`config.mk`:
```
export PLATFORM = sky130hd
export DESIGN_NAME = header_overview_field_extract
export DESIGN_NICKNAME = d
export VERILOG_FILES = /design/src/sv/hfx_pkg.sv /design/src/sv/hfx_scan.sv /design/src/sv/header_overview_field_extract.sv
export VERILOG_INCLUDE_DIRS = /design/src /design/src/sv
export SDC_FILE = /design/constraint.sdc
export NUM_CORES = 1
export LEC_CHECK = 0
export BUFFER_PORTS_ARGS = -buffer_cell sky130_fd_sc_hd__buf_4
export CAP_MARGIN = 20
export CELL_PAD_IN_SITES_DETAIL_PLACEMENT = 1
export CELL_PAD_IN_SITES_GLOBAL_PLACEMENT = 1
export CORE_ASPECT_RATIO = 0.75
export CORE_UTILIZATION = 52
export CTS_CLUSTER_DIAMETER = 50
export DETAILED_ROUTE_END_ITERATION = 8
export PLACE_DENSITY = 0.76
export SKIP_LAST_GASP = 1
export SYNTH_ARGS = -nofsm -noshare
export SYNTH_HDL_FRONTEND = slang
export SYNTH_SLANG_ARGS = --single-unit
```
`constraint.sdc`:
```
create_clock -name clk -period 11.5 [get_ports clk]
set_input_delay 1.15 -clock clk [delete_from_list [all_inputs] [get_ports clk]]
set_output_delay 1.15 -clock clk [all_outputs]
set_load 0.05 [all_outputs]
```
`src/sv/header_overview_field_extract_assert.svh`:
```
// Assertion macros for the header field extractor.
`ifndef HEADER_OVERVIEW_FIELD_EXTRACT_ASSERT_SVH
`define HEADER_OVERVIEW_FIELD_EXTRACT_ASSERT_SVH

`ifndef SYNTHESIS

// Check that cons holds in the same cycle as ante.
`define HFX_ASSERT_SAME(lbl, ck, rstn, ante, cons, msg) \
    lbl: assert property (@(posedge ck) disable iff (!rstn) (ante) |-> (cons)) \
        else $error(msg);

// Check that cons holds in the cycle after ante.
`define HFX_ASSERT_NEXT(lbl, ck, rstn, ante, cons, msg) \
    lbl: assert property (@(posedge ck) disable iff (!rstn) (ante) |=> (cons)) \
        else $error(msg);

`else

`define HFX_ASSERT_SAME(lbl, ck, rstn, ante, cons, msg)
`define HFX_ASSERT_NEXT(lbl, ck, rstn, ante, cons, msg)

`endif

`endif

```
`src/sv/hfx_pkg.sv`:
```
`default_nettype none

package hfx_pkg;

    localparam int unsigned MAX_HEADER_BYTES = 65536;
    localparam int unsigned NUM_FIELDS       = 7;
    localparam int unsigned KW_MAX           = 11;
    localparam int unsigned POS_W            = $clog2(MAX_HEADER_BYTES + 1);
    localparam int unsigned COL_W            = $clog2(KW_MAX + 1);

    typedef enum logic [2:0] {
        F_SUBJECT    = 3'd0,
        F_FROM       = 3'd1,
        F_DATE       = 3'd2,
        F_MESSAGE_ID = 3'd3,
        F_REFERENCES = 3'd4,
        F_BYTES      = 3'd5,
        F_LINES      = 3'd6
    } field_t;

    typedef enum logic [1:0] {
        PH_IDLE,
        PH_MATCH,
        PH_SKIP,
        PH_VALUE
    } phase_t;

    typedef logic [COL_W-1:0] col_t;

    localparam logic [7:0]  CH_CR   = 8'h0D;
    localparam logic [7:0]  CH_LF   = 8'h0A;
    localparam logic [7:0]  CH_SP   = 8'h20;
    localparam logic [7:0]  CH_TAB  = 8'h09;
    localparam logic [7:0]  CH_FF   = 8'h0C;
    localparam logic [15:0] VAL_MAX = 16'hFFFF;

    typedef struct packed {
        logic [7:0] header_byte;
        logic       last_byte;
    } hdr_item_t;

    typedef struct packed {
        field_t      field_id;
        logic        present;
        logic [15:0] value_offset;
        logic [15:0] value_length;
        logic        too_long;
        logic        last_field;
    } fld_item_t;

    // Parser state as it stands after the current byte
    typedef struct packed {
        logic [NUM_FIELDS-1:0]        found;
        logic [NUM_FIELDS-1:0][15:0]  offsets;
        logic [NUM_FIELDS-1:0][15:0]  lengths;
        logic                         overflow;
    } snap_t;

    function automatic logic [7:0] fold_case(input logic [7:0] b);
        logic [7:0] r;
        r = b;
        if (b >= "A" && b <= "Z")
        begin
            r = b + 8'd32;
        end
        return r;
    endfunction

    function automatic col_t kw_len(input field_t k);
        col_t n;
        unique case (k)
            F_SUBJECT:    n = col_t'(8);
            F_FROM:       n = col_t'(5);
            F_DATE:       n = col_t'(5);
            F_MESSAGE_ID: n = col_t'(11);
            F_REFERENCES: n = col_t'(11);
            F_BYTES:      n = col_t'(6);
            F_LINES:      n = col_t'(6);
            default:      n = '0;
        endcase
        return n;
    endfunction

    // Keyword character at column col, counted from the first character
    function automatic logic [7:0] kw_char(input field_t k, input col_t col);
        logic [8*KW_MAX-1:0] s;
        col_t                idx;
        unique case (k)
            F_SUBJECT:    s = (8*KW_MAX)'("subject:");
            F_FROM:       s = (8*KW_MAX)'("from:");
            F_DATE:       s = (8*KW_MAX)'("date:");
            F_MESSAGE_ID: s = (8*KW_MAX)'("message-id:");
            F_REFERENCES: s = (8*KW_MAX)'("references:");
            F_BYTES:      s = (8*KW_MAX)'("bytes:");
            F_LINES:      s = (8*KW_MAX)'("lines:");
            default:      s = '0;
        endcase
        idx = col_t'(kw_len(k) - col - col_t'(1));
        return s[{idx, 3'b000} +: 8];
    endfunction

endpackage

`default_nettype wire

```
`src/sv/hfx_scan.sv`:
```
`default_nettype none

module hfx_scan
    import hfx_pkg::*;
(
    input  wire logic      clk,
    input  wire logic      rst_n,
    input  wire logic      step,
    input  wire hdr_item_t item,
    output snap_t          snap
);

    logic [POS_W-1:0]            pos_reg, pos_next;
    logic                        line_start_reg;
    phase_t                      phase_reg, phase_next;
    field_t                      cand_reg, cand_next;
    col_t                        col_reg, col_next;
    logic [NUM_FIELDS-1:0]       found_reg, found_next;
    logic [NUM_FIELDS-1:0][15:0] off_reg, off_next;
    logic [NUM_FIELDS-1:0][15:0] len_reg, len_next;
    logic                        ovf_reg, ovf_next;

    logic [7:0]  b;
    logic [7:0]  lc;
    logic        eol;
    logic        ws;
    logic        sat;
    logic [31:0] pos_wide;
    logic [15:0] pos16;
    logic        kw_hit;
    logic        kw_done;
    logic        start_hit;
    field_t      start_k;

    // Decode the byte and the position
    always_comb
    begin
        b         = item.header_byte;
        lc        = fold_case(b);
        eol       = (b == CH_CR) || (b == CH_LF);
        ws        = (b == CH_SP) || (b == CH_TAB) || (b == CH_FF);
        sat       = (pos_reg >= POS_W'(MAX_HEADER_BYTES));
        pos_wide  = 32'(pos_reg);
        pos16     = (pos_wide > 32'(VAL_MAX)) ? VAL_MAX : pos_wide[15:0];
        pos_next  = sat ? pos_reg : pos_reg + POS_W'(1);
        ovf_next  = ovf_reg | sat;
        kw_hit    = (col_reg < kw_len(cand_reg)) && (lc == kw_char(cand_reg, col_reg));
        kw_done   = ((col_reg + col_t'(1)) >= kw_len(cand_reg));
    end

    // Find the first open field whose keyword starts with this byte
    always_comb
    begin
        start_hit = 1'b0;
        start_k   = F_SUBJECT;
        for (int k = NUM_FIELDS - 1; k >= 0; k--)
        begin
            if (lc == kw_char(field_t'(3'(k)), '0) && !found_reg[k])
            begin
                start_hit = 1'b1;
                start_k   = field_t'(3'(k));
            end
        end
    end

    // Next phase, candidate and keyword column
    always_comb
    begin
        phase_next = phase_reg;
        cand_next  = cand_reg;
        col_next   = col_reg;
        unique case (phase_reg)
            PH_VALUE:
            begin
                if (eol)
                begin
                    phase_next = PH_IDLE;
                end
            end
            PH_SKIP:
            begin
                if (ws)
                begin
                    phase_next = PH_SKIP;
                end
                else if (eol)
                begin
                    phase_next = PH_IDLE;
                end
                else
                begin
                    phase_next = PH_VALUE;
                end
            end
            PH_MATCH:
            begin
                if (kw_hit)
                begin
                    col_next   = col_reg + col_t'(1);
                    phase_next = kw_done ? PH_SKIP : PH_MATCH;
                end
                else
                begin
                    phase_next = PH_IDLE;
                end
            end
            PH_IDLE:
            begin
                if (line_start_reg && start_hit)
                begin
                    cand_next  = start_k;
                    col_next   = col_t'(1);
                    phase_next = PH_MATCH;
                end
            end
        endcase
    end

    // Record value start and count value bytes
    always_comb
    begin
        found_next = found_reg;
        off_next   = off_reg;
        len_next   = len_reg;
        if (phase_reg == PH_SKIP && !ws && !eol)
        begin
            found_next[cand_reg] = 1'b1;
            off_next[cand_reg]   = pos16;
            len_next[cand_reg]   = 16'd1;
        end
        else if (phase_reg == PH_VALUE && !eol && len_reg[cand_reg] != VAL_MAX)
        begin
            len_next[cand_reg] = len_reg[cand_reg] + 16'd1;
        end
    end

    assign snap.found    = found_next;
    assign snap.offsets  = off_next;
    assign snap.lengths  = len_next;
    assign snap.overflow = ovf_next;

    // Advance control state; drop back to the line start after the final byte
    always_ff @(posedge clk or negedge rst_n)
    begin
        if (!rst_n)
        begin
            pos_reg        <= '0;
            line_start_reg <= 1'b1;
            phase_reg      <= PH_IDLE;
            cand_reg       <= F_SUBJECT;
            col_reg        <= '0;
            found_reg      <= '0;
            ovf_reg        <= 1'b0;
        end
        else if (step)
        begin
            if (item.last_byte)
            begin
                pos_reg        <= '0;
                line_start_reg <= 1'b1;
                phase_reg      <= PH_IDLE;
                cand_reg       <= F_SUBJECT;
                col_reg        <= '0;
                found_reg      <= '0;
                ovf_reg        <= 1'b0;
            end
            else
            begin
                pos_reg        <= pos_next;
                line_start_reg <= (b == CH_LF);
                phase_reg      <= phase_next;
                cand_reg       <= cand_next;
                col_reg        <= col_next;
                found_reg      <= found_next;
                ovf_reg        <= ovf_next;
            end
        end
    end

    // Hold offsets and lengths; entries are only read once found
    always_ff @(posedge clk)
    begin
        if (step)
        begin
            off_reg <= off_next;
            len_reg <= len_next;
        end
    end

endmodule

`default_nettype wire

```
`src/sv/header_overview_field_extract.sv`:
```
`default_nettype none
`include "header_overview_field_extract_assert.svh"

// Header field extractor: takes a message header one byte per cycle on the hdr
// channel and, on the byte marked last_byte, emits seven field items on the fld
// channel (subject, from, date, message-id, references, bytes, lines, in that
// order) giving each value's byte offset and length. Each byte passes an input
// register and is then parsed, so a new byte is taken every cycle unless a final
// byte is held. The seven items of a header sit in a result bank and leave at one
// per cycle unless fld_stall holds them, starting the cycle after the final byte
// is parsed; the next header streams in meanwhile, and its own final byte waits
// in the input register only while the prior header's items are not all taken.
module header_overview_field_extract
    import hfx_pkg::*;
(
    input  wire logic      clk,
    input  wire logic      rst_n,
    input  wire logic      hdr_valid,
    output logic           hdr_stall,
    input  wire hdr_item_t hdr,
    output logic           fld_valid,
    input  wire logic      fld_stall,
    output fld_item_t      fld
);

    logic                        in_valid_reg;
    hdr_item_t                   in_item_reg;
    logic                        bank_busy_reg;
    field_t                      bank_idx_reg;
    logic [NUM_FIELDS-1:0]       bank_found_reg;
    logic [NUM_FIELDS-1:0][15:0] bank_off_reg;
    logic [NUM_FIELDS-1:0][15:0] bank_len_reg;
    logic                        bank_ovf_reg;

    snap_t snap;
    logic  hdr_accept;
    logic  fld_accept;
    logic  bank_last;
    logic  bank_free;
    logic  advance;
    logic  load;

    // Handshake and flow control
    assign bank_last  = (bank_idx_reg == F_LINES);
    assign fld_accept = bank_busy_reg && !fld_stall;
    assign bank_free  = !bank_busy_reg || (fld_accept && bank_last);
    assign advance    = in_valid_reg && (!in_item_reg.last_byte || bank_free);
    assign load       = advance && in_item_reg.last_byte;
    assign hdr_stall  = in_valid_reg && !advance;
    assign hdr_accept = hdr_valid && !hdr_stall;

    // Input register
    always_ff @(posedge clk or negedge rst_n)
    begin
        if (!rst_n)
        begin
            in_valid_reg <= 1'b0;
        end
        else if (hdr_accept)
        begin
            in_valid_reg <= 1'b1;
        end
        else if (advance)
        begin
            in_valid_reg <= 1'b0;
        end
    end

    always_ff @(posedge clk)
    begin
        if (hdr_accept)
        begin
            in_item_reg <= hdr;
        end
    end

    hfx_scan u_scan (
        .clk   (clk),
        .rst_n (rst_n),
        .step  (advance),
        .item  (in_item_reg),
        .snap  (snap)
    );

    // Result bank control: load on the final byte, step one field per item
    always_ff @(posedge clk or negedge rst_n)
    begin
        if (!rst_n)
        begin
            bank_busy_reg <= 1'b0;
            bank_idx_reg  <= F_SUBJECT;
        end
        else if (load)
        begin
            bank_busy_reg <= 1'b1;
            bank_idx_reg  <= F_SUBJECT;
        end
        else if (fld_accept)
        begin
            if (bank_last)
            begin
                bank_busy_reg <= 1'b0;
                bank_idx_reg  <= F_SUBJECT;
            end
            else
            begin
                bank_idx_reg <= field_t'(bank_idx_reg + 3'd1);
            end
        end
    end

    always_ff @(posedge clk)
    begin
        if (load)
        begin
            bank_found_reg <= snap.found;
            bank_off_reg   <= snap.offsets;
            bank_len_reg   <= snap.lengths;
            bank_ovf_reg   <= snap.overflow;
        end
    end

    // Drive the current field item
    always_comb
    begin
        fld_valid        = bank_busy_reg;
        fld.field_id     = bank_idx_reg;
        fld.present      = bank_found_reg[bank_idx_reg];
        fld.value_offset = fld.present ? bank_off_reg[bank_idx_reg] : 16'd0;
        fld.value_length = fld.present ? bank_len_reg[bank_idx_reg] : 16'd0;
        fld.too_long     = bank_ovf_reg;
        fld.last_field   = bank_last;
    end

    `HFX_ASSERT_NEXT(a_field_order, clk, rst_n, fld_valid && !fld_stall && !fld.last_field, fld_valid && (fld.field_id == field_t'($past(fld.field_id) + 3'd1)), "field items out of order")
    `HFX_ASSERT_NEXT(a_run_restart, clk, rst_n, fld_valid && !fld_stall && fld.last_field, !fld_valid || (fld.field_id == F_SUBJECT), "new run does not start at subject")
    `HFX_ASSERT_SAME(a_stall_cause, clk, rst_n, hdr_stall, in_valid_reg && in_item_reg.last_byte && fld_valid, "input stalled without a pending final byte and busy bank")
    `HFX_ASSERT_SAME(a_absent_zero, clk, rst_n, fld_valid && !fld.present, (fld.value_offset == 16'd0) && (fld.value_length == 16'd0), "absent field carries a value")

endmodule

`default_nettype wire

```
==> results of run 1 <==
where the power goes:
part	internal, W	switching (W)
logic	0.000767	0.00173
registers	0.00260	0.000238
clock network	0.000939	0.000710
layer usage:
metal | GRT usage, % | up-vias
met5 | 0 | -
met2 | 46.7 | 636
li1 | - | 6948
met3 | 4.58 | 75
met1 | 43.0 | 8288
met4 | 7.14 | 0
stage by stage:
step	setup slack (ps)	utilization, %	cell area, sq um	total power (W)
6_report	6120	59.1	25900	0.00698
5_1_grt	5880	59.1	25900	0.00726
4_1_cts	6140	58.9	25800	0.00697
3_5_place_dp	6160	55.2	24200	0.00531
3_3_place_gp	6320	55.2	24200	0.00520
2_1_floorplan	2140	-	23300	0.00456
final cells by class:
class	count	area, sq um
Multi-Input combinational cell	1186	7700
Clock inverter	22	253
Fill cell	4353	17900
Inverter	37	154
Antenna cell	1	2.50
Sequential cell	505	15000
Timing Repair Buffer	84	698
Clock buffer	69	1350
Tap cell	578	723
synthesized netlist by cell type, types with 8 or more instances:
cell / count
edfxtp_1: 465
o21ai_1: 14
a22o_1: 13
and2_1: 8
buf_2: 17
xor2_1: 15
clkbuf_1: 79
o21ai_0: 212
ha_1: 15
mux4_2: 49
and3_1: 9
mux2i_1: 62
buf_1: 11
a21oi_1: 68
nand3b_1: 8
inv_1: 37
nand2b_1: 26
nor3_1: 22
nand2_1: 274
or3_1: 9
xnor2_1: 18
o211ai_1: 35
mux2_2: 12
nand3_1: 17
buf_4: 8
dfrtp_1: 39
nor2_1: 144
nor2b_1: 15
final timing paths:
kind | slack, ps | startpoint | to | depth (start not counted)
setup / recovery | 6120 | u_scan.cand_reg[0] | u_scan.col_reg[3] | 12
hold / removal | 510 | u_scan.ovf_reg | u_scan.ovf_reg | 2
setup reg to reg | 6120 | u_scan.cand_reg[0] | u_scan.col_reg[3] | 12
hold reg to reg | 510 | u_scan.ovf_reg | u_scan.ovf_reg | 2
max in group asynchronous | 10460 | rst_n | bank_idx_reg[0] | 1
min in group asynchronous | 550 | rst_n | u_scan.ovf_reg | 1
kinds of logic (layout without fill, tap and decap cells):
| kind of cell | Yosys count | count (layout) | share of synthesized area, % |
|---|---|---|---|
| AO/OA/AOI/OAI | 439 | 439 | 11.5 |
| XOR/XNOR | 33 | 33 | 1.24 |
| adder cells (fa/ha/maj) | 17 | 17 | 0.978 |
| buffers and inverters | 155 | 212 | 2.82 |
| flip-flops | 505 | 505 | 64.3 |
| multiplexers | 123 | 123 | 7.99 |
| other | 0 | 1 | 0 |
| AND/OR/NAND/NOR | 574 | 574 | 11.2 |
worst max-delay path, cell delays in order, from the launching register on:
cell and delay [ps]:
dfrtp_4 800, and2_1 280, nand2_1 180, and2_1 260, fa_1 510, xnor2_1 860
o31ai_1 190, o32ai_1 430, a31oi_1 60, or4b_1 540, or4_4 470, or2_1 320
a221o_1 350
==> results.txt, run 1 <==
status -> completed
Power Dens Cells -> 270 nW/um^2
Die Height -> 185 um
Post-synth EDFFs -> 465
vias in the first global route -> 16584
Synth Area per Inst -> 12.6 sq um
Longest Clk Path Bufs -> 3
antenna-violating nets left -> 0
Remaining Overflow, GRT -> 0
Max VDD drop -> 0.000203 V
YS warnings -> 0
drt via density -> 6.43
post-route insts no fill -> 2482
Yosys cell types -> 85
Max FO, Critical Path -> 43
Worst-path clk slew -> 60 ps
setup bufs post-CTS -> 0
Setup crit end kind -> register
synthesis-to-layout area growth -> 11.1%
share of the synthesized area in the top cell type -> 60.0%
Post-Synthesis Net Count -> 1876
GRT Overall Usage -> 29.5%
Least-Margin Pin Slew -> 1130 ps
final setup fails -> 0
sequential area share after synthesis -> 64.3%
Critical Path AT -> 5850 ps
Tcrit/Tclk final -> 46.7%
Tmin final -> 5380 ps
RSZ-0062 raised after global routing -> no
Worst Hold Slack -> 514 ps
most common cell after layout, fill and taps aside -> edfxtp_1
M1 wire length -> 29400 um
DRC viols -> 0
Pre-antenna DRT Iters -> 7
startpoint types -> register
largest net degree at the start of global routing -> 131
Placed Cells -> 2386
routability cong. -> 0.841
post-CTS sizing -> 0
Lkg Pwr -> 9.18 nW
initial DRC count -> 1850
IO Port Bufs -> 52
synthesis-stage register bit count -> 505
share of cells above drive strength 1 -> 13.3%
drt wl/cell -> 26.8 um
area leader, netlist -> edfxtp_1
H-tree Lvls -> 2
num rows -> 66
CTS Buf Count -> 50
required time of the worst setup path -> 11980 ps
CTS Sinks -> 505
Routed Wire Length -> 66500 um
Initial Util -> 53.2%
die area -> 45600 sq um
core area -> 43800 sq um
hold_buf cts -> 0
worst relative slew slack -> 24.5%
Setup CP Type -> reg -> reg
Slew Limit Fails -> 0
initial antenna violation count -> 1
width of the die -> 246 um
I/O pin total -> 53
Top Layer Used -> met4
most frequent cells in the layout -> edfxtp_1 (465), nand2_1 (273), o21ai_0 (212)
cells after synthesis -> 1846
worst skew pair latency -> 600 ps
wire length on met3 -> 4430 um
root buffer cell -> clkbuf_16
Max Cap Viol -> 0
first-pass GRT wire length -> 101000 um
Mapped Area -> 23300 sq um
Async S/R FF share, synth -> 7.92%
Nets -> 1894
ys flop type -> edfxtp_1
Detailed Place HPWL -> 39600 um
setup TNS -> 0 ps
Detail Route met2 WL -> 31600 um
CTS tree -> yes
Area contributors post-synth -> edfxtp_1 (60%), mux4_2 (4.7%), o21ai_0 (4.6%), nand2_1 (4.4%), dfrtp_1 (4.2%)
worst min path class -> reg -> reg
FMAX -> 186 MHz
via count -> 15947
Layout Skew -> 14.7 ps
Fin. Hold Viols -> 0
Note: power is estimated with default switching activity, not from simulation.
==> run 2, diff against run 1 <==
--- a/config.mk
+++ b/config.mk
@@ -6,15 +6,16 @@
 export SDC_FILE = /design/constraint.sdc
 export NUM_CORES = 1
 export LEC_CHECK = 0
+export ABC_AREA = 1
 export BUFFER_PORTS_ARGS = -buffer_cell sky130_fd_sc_hd__buf_4
 export CAP_MARGIN = 20
 export CELL_PAD_IN_SITES_DETAIL_PLACEMENT = 1
 export CELL_PAD_IN_SITES_GLOBAL_PLACEMENT = 1
 export CORE_ASPECT_RATIO = 0.75
-export CORE_UTILIZATION = 52
+export CORE_UTILIZATION = 49
 export CTS_CLUSTER_DIAMETER = 50
 export DETAILED_ROUTE_END_ITERATION = 8
-export PLACE_DENSITY = 0.76
+export PLACE_DENSITY = 0.75
 export SKIP_LAST_GASP = 1
 export SYNTH_ARGS = -nofsm -noshare
 export SYNTH_HDL_FRONTEND = slang
==> constraint.sdc (replaced) <==
create_clock -name clk -period 5.36 [get_ports clk]
set_input_delay 0.536 -clock clk [delete_from_list [all_inputs] [get_ports clk]]
set_output_delay 0.536 -clock clk [all_outputs]
set_load 0.05 [all_outputs]
==> results.txt, run 2 <==
ys flop type -> edfxtp_1
FMAX -> 220 MHz
root buffer cell -> clkbuf_16
via count -> 20645
reg2reg start -> u_scan.cand_reg[1]
Finished Cell Area -> 27800 sq um
Worst-path clk slew -> 60 ps
synthesis-to-layout area growth -> 10.9%
beginning of the critical path -> u_scan.cand_reg[1]
YS warnings -> 0
sequential area share after synthesis -> 59.8%
initial antenna violation count -> 3
Max Cap Viol -> 0
CTS tree -> yes
post-CTS sizing -> 0
count leader, synth -> nand2_1
Tcrit/Tclk final -> 84.9%
vias in the first global route -> 21235
Slew Limit Fails -> 0
Max stage delay cell, worst path -> dfrtp_1
Power Dens Cells -> 637 nW/um^2
first-pass GRT wire length -> 131000 um
synth cell count leaders -> nand2_1 (877), edfxtp_1 (465), inv_1 (236)
Critical Path AT -> 5060 ps
Least-Margin Pin Slew -> 1130 ps
Pre-antenna DRT Iters -> 5
final setup fails -> 0
width of the die -> 263 um
share of cells above drive strength 1 -> 8.62%
met1 Track Usage GR -> 48.3%
IO Port Bufs -> 52
CTS Buf Count -> 53
layer with the highest usage -> met2
Total Power -> 0.0177 W
worst skew pair latency -> 630 ps
Max VDD drop -> 0.000560 V
DRC viols -> 0
M2 GR Usage -> 52.4%
Mapped Area -> 25000 sq um
Routed Wire Length -> 87200 um
Tmin final -> 4550 ps
Post-synth EDFFs -> 465
Post-DP Area -> 26000 sq um
setup bufs post-CTS -> 0
Detailed Place HPWL -> 56600 um
CP most frequent cell -> nand2_1
met3 usage -> 6.62%
Initial Util -> 49.8%
die area -> 52000 sq um
final setup margin -> 809 ps
initial DRC count -> 2312
Yosys cell types -> 57
num rows -> 71
pre-CTS WS -> 930 ps
Setup CP Type -> reg -> reg
drt via density -> 6.04
FILL cells -> 5641
startpoint types -> register
worst relative slew slack -> 24.4%
crit-path cells -> nand2_4, inv_1, nor2_1, inv_1, ha_1, nand2_1, inv_1, nor2_1, o21ai_0, o21ai_1, nand2_1, nand2_1, nand3_1, nor2_1, nand3_1, nand2_2, nand3_2, nand2_1, nand2_1
drt wl/cell -> 25.5 um
setup TNS -> 0 ps
Setup crit end kind -> register
core area -> 50300 sq um
required time of the worst setup path -> 5870 ps
Lkg Pwr -> 11.5 nW
I/O pin total -> 53
most common cell after layout, fill and taps aside -> nand2_1
status -> completed
Area contributors post-synth -> edfxtp_1 (56%), nand2_1 (13%), o21ai_0 (4.3%), dfrtp_1 (3.9%), inv_1 (3.5%)
Max FO, Critical Path -> 21
Antenna Cells -> 0
Placed Cells -> 3320
share of the synthesized area in the top cell type -> 55.8%
Post-Synthesis Net Count -> 2720
Longest Clk Path Bufs -> 3
area leader, netlist -> edfxtp_1
synthesis-stage register bit count -> 505
Layout Skew -> 26.2 ps
GRT Overall Usage -> 33.8%
Synth Area per Inst -> 9.30 sq um
Nets -> 2749
cells after synthesis -> 2690
H-tree Lvls -> 2
most frequent cells in the layout -> nand2_1 (876), edfxtp_1 (465), inv_1 (234)
Async S/R FF share, synth -> 7.92%
CTS Sinks -> 505
post-route insts no fill -> 3419
Die Height -> 198 um
Fin. Hold Viols -> 0
antenna-violating nets left -> 0
Remaining Overflow, GRT -> 0
routability cong. -> 0.908
max incr delay on CP -> 820 ps
worst min path class -> in -> reg
RSZ-0062 raised after global routing -> no
largest net degree at the start of global routing -> 87
hold_sp -> hdr[0]
-- run 2: changes by cell type after synthesis, sizes merged, moves of 15 or more --
cell    delta
a211oi    +17
a22oi     +23
buf       +16
inv      +211
mux2i     -62
mux4      -49
nand2    +620
nand2b    -26
nand3    +144
nor2      +74
nor2b     -15
o211ai    -31
o21ai     +26
xnor2     -16
-- run 2: path summary, 6_finish.rpt --
path                                       to  slack [ps]  depth (start not counted)
max                         u_scan.col_reg[0]         810                         19
max reg2reg                 u_scan.col_reg[0]         810                         19
min in group asynchronous   u_scan.pos_reg[7]         460                          2
min                            in_item_reg[0]          90                          1
max in group asynchronous     bank_idx_reg[0]        4470                          2
min reg2reg                u_scan.pos_reg[13]         500                          1
-- run 2: critical path, delay by kind of cell (launching register included) --
family | cells | cell delay [ps]
buffers and inverters | 3 | 670
AOI/OAI and AO/OA | 2 | 500
adders and majority gates | 1 | 280
DFF | 1 | 820
and+or+nand+nor | 13 | 2160
-- run 2: final cells by class --
class	instances	area, sq um	area share, %
clock buffer	65	1370	4.94
clock inverter	33	343	1.24
inverter	257	971	3.50
multi-input combinational	1806	8480	30.6
sequential	505	15000	53.9
tap	657	822	2.96
timing repair buffer	96	793	2.86
-- run 2: stage by stage --
step           utilization, %  hold slack, ps
6_report                 55.2            88.5
5_1_grt                  55.2            69.9
4_1_cts                  55.2            58.0
3_5_place_dp             51.8             488
3_3_place_gp             51.7             467
2_1_floorplan               -             240
-- run 2: cells by family (layout without fill, tap and decap cells) --
| group | after synthesis | in the layout | share of synthesized area [%] |
|---|---|---|---|
| simple gates | 1319 | 1319 | 21.8 |
| flops | 505 | 505 | 59.8 |
| compound gates | 464 | 464 | 10.9 |
| buf+inv | 379 | 451 | 6.33 |
| fa+ha+maj | 17 | 17 | 0.910 |
| xor+xnor | 6 | 6 | 0.240 |
-- run 2: per-layer routing --
layer / wire length [um] / up-vias / part of all wire, %
met5: 0 / - / 0
met4: 2360 / 0 / 2.7
met3: 7800 / 149 / 8.9
met2: 38700 / 896 / 44
met1: 38300 / 10453 / 44
li1: - / 9147 / -
-- run 2: report_power, final --
part           switching (W)  leakage, nW  internal, W
combinational        0.00580         5.78      0.00191
clock                0.00168        0.818      0.00204
sequential          0.000483         4.88      0.00575
total                0.00796         11.5      0.00970
-- run 2: repair_timing --
action	CTS	global route
setup endpoints to repair	0	0
hold endpoints to repair	39	0
hold buffers	1	0
